<file path="config.mk">
export PLATFORM = sky130hd
export DESIGN_NAME = mf3_median
export DESIGN_NICKNAME = d
export VERILOG_FILES = /design/src/assert_macros.svh /design/src/mf3_pkg.sv /design/src/mf3_median.sv
export SDC_FILE = /design/constraint.sdc
export NUM_CORES = 1
export LEC_CHECK = 0
export ABC_AREA = 1
export BUFFER_PORTS_ARGS = -buffer_cell sky130_fd_sc_hd__buf_4
export CORE_MARGIN = 2
export CORE_UTILIZATION = 65
export DETAILED_ROUTE_END_ITERATION = 10
export PLACE_DENSITY = 0.88
export SLEW_MARGIN = 5
export SYNTH_ARGS = -nofsm -noshare
export SYNTH_HDL_FRONTEND = slang
export SYNTH_SLANG_ARGS = --single-unit
</file>
<file path="constraint.sdc">
create_clock -name vclk -period 8
set_clock_uncertainty 0.2 [all_clocks]
set_input_delay 0.8 -clock vclk [all_inputs]
set_output_delay 0.8 -clock vclk [all_outputs]
set_load 0.1 [all_outputs]
</file>
<file path="src/assert_macros.svh">
// ---------------------------------------------------------------------------
// assert_macros.svh
// shared concurrent assertion macros, sampled on i_clk, off during reset
// ---------------------------------------------------------------------------
`ifndef ASSERT_MACROS_SVH
`define ASSERT_MACROS_SVH

// same-cycle implication
`define MF3_CHECK(lbl, ante, cons) \
    lbl: assert property (@(posedge i_clk) disable iff (!i_rst_n) (ante) |-> (cons)) \
        else $error("mf3 same-cycle check failed");

// next-cycle implication
`define MF3_CHECK_NEXT(lbl, ante, cons) \
    lbl: assert property (@(posedge i_clk) disable iff (!i_rst_n) (ante) |=> (cons)) \
        else $error("mf3 next-cycle check failed");

`endif

</file>
<file path="src/mf3_pkg.sv">
// ---------------------------------------------------------------------------
// mf3_pkg
// shared types and constants of the 3x3 border-shrinking median filter
// ---------------------------------------------------------------------------
package mf3_pkg;

    localparam int PIX_BITS        = 8;
    localparam int MAX_WIDTH_DEF   = 1024;
    localparam int WIN_SIZE        = 9;
    localparam int CFG_IDX_BITS    = 2;
    localparam int CFG_DATA_BITS   = 12;
    localparam int CFG_W_BITS      = 11;
    localparam int CFG_H_BITS      = 12;
    localparam int ROW_BITS        = CFG_H_BITS + 1;   // counts up to height+1 while draining

    localparam logic [CFG_W_BITS-1:0] WIDTH_RST  = CFG_W_BITS'(640);
    localparam logic [CFG_H_BITS-1:0] HEIGHT_RST = CFG_H_BITS'(480);

    // register indexes on the config port
    localparam logic [CFG_IDX_BITS-1:0] REG_IMAGE_WIDTH  = CFG_IDX_BITS'(0);
    localparam logic [CFG_IDX_BITS-1:0] REG_IMAGE_HEIGHT = CFG_IDX_BITS'(1);

    // input word commands
    localparam logic CMD_PIXEL = 1'b0;
    localparam logic CMD_DRAIN = 1'b1;

    typedef logic [PIX_BITS-1:0] t_pix;

    // window element r*3+c: row 0 oldest, column 2 newest
    typedef t_pix [WIN_SIZE-1:0] t_win;
    typedef logic [WIN_SIZE-1:0] t_win_mask;

    typedef struct packed {
        logic command;
        t_pix red_value;
    } t_in_item;

    typedef struct packed {
        t_pix median_value;
        logic frame_done;
    } t_out_item;

    // control carried by the input stage register
    typedef struct packed {
        logic      emit;
        logic      frame_done;
        logic      wr_en;
        t_win_mask mask;
    } t_stage_ctl;

endpackage

</file>
<file path="src/mf3_median.sv">
// ---------------------------------------------------------------------------
// mf3_median
// rank-select median over the valid part of a 3x3 window, upper median
// ---------------------------------------------------------------------------
module mf3_median
    import mf3_pkg::*;
(
    input  t_win      i_win,
    input  t_win_mask i_mask,
    output t_pix      o_median
);

    logic [3:0] target;
    logic [3:0] rank [WIN_SIZE];
    t_pix       pick;

    assign target = 4'($countones(i_mask)) >> 1;

    // rank of each element among valid ones, ties broken by position
    always_comb begin
        for (int i = 0; i < WIN_SIZE; i++) begin
            rank[i] = '0;
            for (int j = 0; j < WIN_SIZE; j++) begin
                if (i_mask[j] && ((i_win[j] < i_win[i]) ||
                                  ((i_win[j] == i_win[i]) && (j < i)))) begin
                    rank[i] = rank[i] + 4'd1;
                end
            end
        end
    end

    // exactly one valid element holds the target rank
    always_comb begin
        pick = '0;
        for (int i = 0; i < WIN_SIZE; i++) begin
            if (i_mask[i] && (rank[i] == target)) begin
                pick = pick | i_win[i];
            end
        end
    end

    assign o_median = pick;

endmodule

</file>
# Yosys cells after proc, flatten, opt, wreduce, memory -nomap -nowiden
# Index checks and enable logic that the tools add are counted.
# Widths: inputs -> output; s select.
totals:
  regBits: 0
  latch_bits: 0
  ramBits: 0
  romBits: 0
  output_inout_bits: 8
  wordCells: 430
  memories: 0
op_classes:
  add_sub_neg: 80
  mul: 0
  div: 0
  magnitude_cmp: 81
  n_eq_ne: 45
  shifts: 0
  muxes: 90
  bitwise: 8
  n_reduce_logical: 126
ops:
  columns: ["cell", "n"]
  rows:
  - ["$lt 8x8->1", 81]
  - ["$eq 8x8->1", 36]
  - ["$mux 4", 72]
  - ["$add 4x1->4 const B", 63]
  - ["$logic_and 1x1->1", 90]
  - ["$mux 8", 9]
  - ["$or 8x8->8", 8]
  - ["$eq 4x3->1", 9]
  - ["$logic_or 1x1->1", 36]
  - ["$add 1x1->2 const B", 9]
  - ["$mux 1", 9]
  - ["$add 1x1->2", 4]
  - ["$add 2x2->3", 2]
  - ["$add 3x3->4", 1]
  - ["$add 4x1->4", 1]

# Longest topological paths before layout
logic_depth:
  depth_word: 38
  depth_mapped: 43
  mapped_depth_nobuf: 43

# Least setup slack after synthesis
# OpenSTA, ideal clock, no wires.
synth_path:
  path_type: "input -> output"
  start: "input port i_win[67] in the netlist's numbering"
  end: "output port o_median[0]"
  arrival_ns: 6.140
  required_time_ns: 7.000
  setup_slack_ns: 0.860
  stages: 41
  path_buffers: 0
  cell_sequence: "inv_1 ha_1 nand2_1 o21ai_0 nand2_1 o211ai_1 o21ai_0 nand2_1 inv_1 ha_1 inv_1 nand2_2 nand2_2 inv_1 ha_1 nand2_1 nand2_1 ha_1 [5 not listed] nand2_1 ha_1 or2_2 nand2_1 inv_1 ha_1 nand2_1 xor2_1 inv_1 nand2_1 nand2_1 nor2_1 nand2_1 nor2_4 nand3_1 nand2_1 nor2_1 nand2_1"
synth_between:
  elab_chain_cells: 23
  elab_cells_between_ends: 110
  classes_between: "add/sub (8); order compare (17); eq/ne (17); mux (26); bitwise (8); reduce/logical (34)"
synth_lines:
  columns: ["element", "line", "source"]
  rows:
  - ["from (decl)", "mf3_median.sv:8", "input t_win i_win,"]
  - ["$lt 8x8->1 or $eq 8x8->1 (tied branches)", "mf3_median.sv:24, mf3_median.sv:25", null]
  - ["$logic_or 1x1->1", "mf3_median.sv:24", "if (i_mask[j] && ((i_win[j] < i_win[i]) ||"]
  - ["$logic_and 1x1->1", "mf3_median.sv:24", null]
  - ["$mux 1", "mf3_median.sv:24", null]
  - ["$add 1x1->2", "mf3_median.sv:26", "rank[i] = rank[i] + 4'd1;"]
  - ["$mux 4", "mf3_median.sv:24", null]
  - ["$add 4x1->4", "mf3_median.sv:26", null]
  - ["$mux 4", "mf3_median.sv:24", null]
  - ["[7 not listed]", null, null]
  - ["$mux 4", "mf3_median.sv:24", null]
  - ["$add 4x1->4", "mf3_median.sv:26", null]
  - ["$mux 4", "mf3_median.sv:24", null]
  - ["$add 4x1->4", "mf3_median.sv:26", null]
  - ["$mux 4", "mf3_median.sv:24", null]
  - ["$eq 4x3->1", "mf3_median.sv:36", "if (i_mask[i] && (rank[i] == target)) begin"]
  - ["$logic_and 1x1->1", "mf3_median.sv:36", null]
  - ["$mux 8 *", "mf3_median.sv:36", null]
  - ["to (decl)", "mf3_median.sv:10", "output t_pix o_median"]
# Mark *: on every way between the ends. The rest lies on a longest branch, timed or not.

# Final worst setup path
layout_path:
  start: "input port i_win[36] in the netlist's numbering"
  end: "output port o_median[0]"
layout_between:
  elab_chain_cells: 31
  elab_cells_between_ends: 174
  classes_between: "add/sub (40); order compare (17); eq/ne (17); mux (58); bitwise (8); reduce/logical (34)"
layout_lines:
  columns: ["element", "line", "source"]
  rows:
  - ["$lt 8x8->1 or $eq 8x8->1 (tied branches)", "mf3_median.sv:24, mf3_median.sv:25", null]
  - ["$logic_or 1x1->1", "mf3_median.sv:24", null]
  - ["$logic_and 1x1->1", "mf3_median.sv:24", null]
  - ["$mux 1", "mf3_median.sv:24", null]
  - ["$add 1x1->2", "mf3_median.sv:26", null]
  - ["$mux 4", "mf3_median.sv:24", null]
  - ["$add 4x1->4", "mf3_median.sv:26", null]
  - ["$mux 4", "mf3_median.sv:24", null]
  - ["[15 not listed]", null, null]
  - ["$or 8x8->8", "mf3_median.sv:37", "pick = pick | i_win[i];"]
  - ["$mux 8", "mf3_median.sv:36", null]
  - ["$or 8x8->8", "mf3_median.sv:37", null]
  - ["$mux 8", "mf3_median.sv:36", null]
  - ["$or 8x8->8", "mf3_median.sv:37", null]
  - ["$mux 8", "mf3_median.sv:36", null]
  - ["$or 8x8->8", "mf3_median.sv:37", null]
  - ["$mux 8 *", "mf3_median.sv:36", null]
# Marks and branches as above.

==> results.yml <==
cells_and_area:
  syn2layout_area_growth_pct: 9.96
  nFillCells: 1740
  nFlopsAndLatches: 0
  drive_gt1_frac: 0.132
  multiInputGateArea_um2: 12100
  seqCellArea_um2: 0
  fin_area_um2: 14800
  finish.utilization: 0.731
  final_nets: 2817
  insertedDiodeCount: 0
  n_clock_buffer: 0
setup_path:
  cp_num_buf_inv: 8
  cp_top_family: "simple AND/OR/NAND/NOR gates"
  cp.arrival_ns: 6.59
  worstPathRequired_ns: 7.00
  critical_path_class: "in -> out"
  start_kind: "primary input"
  cpPeakStageDelay_ns: 0.30
  crit_end: "o_median[0]"
  crit_fanout: 8
  cp.depth: 40
  critPathLaunch: "i_win[36]"
  cp-end-kind: "output port"
  cp_common_cell: "nand2_1"
  cp_slowest_cell: "ha_1"
synth:
  syn_avg_cell_area_um2: 5.92
  synth_top_cell_by_area: "ha_1"
  synth-compound-area-share: 0.0916
  synthCells: 2269
  yosys.area_share.simple: 0.454
  syn_area_um2: 13400
  yosys_warnings: 0
  synth_top_area_frac: 0.329
  ys_top_cells_by_count: "nand2_1 (676), inv_1 (360), ha_1 (354), nand3_1 (209), nor2_1 (163)"
  seq_area_frac_synth: 0
  synthDistinctLibCells: 44
  yosysMostFrequentCell: "nand2_1"
  synth_adder_area_share: 0.335
  synth_top_family_by_area: "simple AND/OR/NAND/NOR gates"
  ys_top_cells_by_area: "ha_1 (33%), nand2_1 (19%), inv_1 (10%), nand3_1 (7.8%), a21oi_1 (4.7%)"
  synthXorXnorAreaFrac: 0.00819
  muxShareOfSynthArea: 0
  syn-num-nets: 2708
detailed_routing:
  drt_wl_total_um: 44900
  dr.pass1.iters: 5
  vias_per_cell: 5.90
  wl_per_cell_um: 17.0
  ant_nets: 0
  vias: 15600
  drc_errors: 0
  initialDrtViolationCount: 1215
job:
  drv_cap: 0
floorplan:
  core_um2: 20200
  initial_core_util: 0.664
  die_y_um: 148
  num_rows: 52
  die-area_um2: 21800
  die_w_um: 148
  ioPinCount: 89
global_routing:
  antenna_found_initial: 0
  grt_pass1_wl_um: 72100
  grt_pass1_vias: 14900
  grt_max_degree: 29
  overflow: 0
  grt_usage: 0.403
sta:
  fin_crit_sh: 0.949
  setup_viol: 0
  finalCriticalPeriod_ns: 7.59
  fin_ws_ns: 0.406
  max_slew.worst_pin.slew_ns: 0.598
  fmax_mhz: 132
  drv_slew: 0
  relSlewSlack: 0.597
  finalHoldViolCount: 0
placed_design:
  gp_congestion: 1.04
  dp_hpwl_um: 37400
  pre_cts_slack_ns: 0.263
  port_buffers: 89
  placed_area_um2: 14500
clock_network:
  cts_hold_buf: 0
power_and_ir_drop:
  vdd_ir_drop_max_mv: 0.301
  power_leakage_uw: 0.00890
  power_density_nw_per_um2: 147
  finalPower_uw: 2180
hold_path:
  hp-class: "in -> out"
outcome:
  status: "completed"
[repair_timing]
action                                  4_1_cts  5_1_grt
buffers inserted                              0       15
endpoints found under the hold margin         0        0
resized for setup                             0       47
endpoints found under the setup margin        0        8
[power breakdown]
group	total (uW)	internal, uW	switching [uW]
clock	0	0	0
sequential	0	0	0
combinational	2180	695	1480
total	2180	695	1480
[stage by stage]
step	cells	setup TNS (ns)	hold slack, ns
finish	2646	0	1.92
global route	2646	-0.102	1.94
CTS	2631	0	1.96
detailed placement	2631	0	1.96
global placement	2631	0	1.96
floorplan	2269	0	2.10
[cells in the final DEF (no fill, tap or decap), types with 7 or more instances in the layout]
master / instances
a21o_1: 11
a21oi_1: 125
buf_4: 109
ha_1: 349
inv_1: 354
inv_2: 9
nand2_1: 674
nand2_2: 61
nand2_4: 11
nand3_1: 207
nand3_2: 45
nand3b_1: 11
nand4_1: 68
nand4_2: 7
nor2_1: 161
nor2_2: 13
nor2_4: 14
o211ai_1: 12
o21a_1: 9
o21ai_0: 31
o21ai_1: 14
o21bai_1: 7
or2_2: 13
[worst min path at each step]
stage,slack [ns],startpoint,endpoint,cells after the start
6_report,1.92,i_win[60],o_median[4],6
5_1_grt,1.94,i_win[59],o_median[3],6
4_1_cts,1.96,i_win[60],o_median[4],6
3_5_place_dp,1.96,i_win[60],o_median[4],6
3_3_place_gp,1.96,i_win[60],o_median[4],6
2_1_floorplan,2.10,i_win[32],o_median[0],4
[layout make-up]
class | instances | area share
Multi-Input combinational cell | 1886 | 0.815
Inverter | 371 | 0.0955
Timing Repair Buffer | 119 | 0.0662
Tap cell | 270 | 0.0229
[worst min-delay path, cell delays in order]
cell	delay, ns
buf_4	0.09
nand2_1	0.05
nand2_1	0.05
nor2_1	0.04
nand2_1	0.06
buf_6	0.22
[routing by layer]
| metal | wire, um | GRT usage | vias up |
|---|---|---|---|
| met5 | 0 | 0 | - |
| met1 | 18000 | 0.503 | 6987 |
| met3 | 4330 | 0.0528 | 192 |
| li1 | - | - | 7692 |
| met2 | 19600 | 0.668 | 751 |
| met4 | 3020 | 0.229 | 0 |
[cell families (layout without fill, tap and decap cells)]
kind of cell,Yosys count,after routing
buffers and inverters,383,490
AO/OA/AOI/OAI,220,220
XOR/XNOR,11,11
AND/OR/NAND/NOR,1297,1297
adder cells (fa/ha/maj),358,358
(Power assumes the default switching activity.)
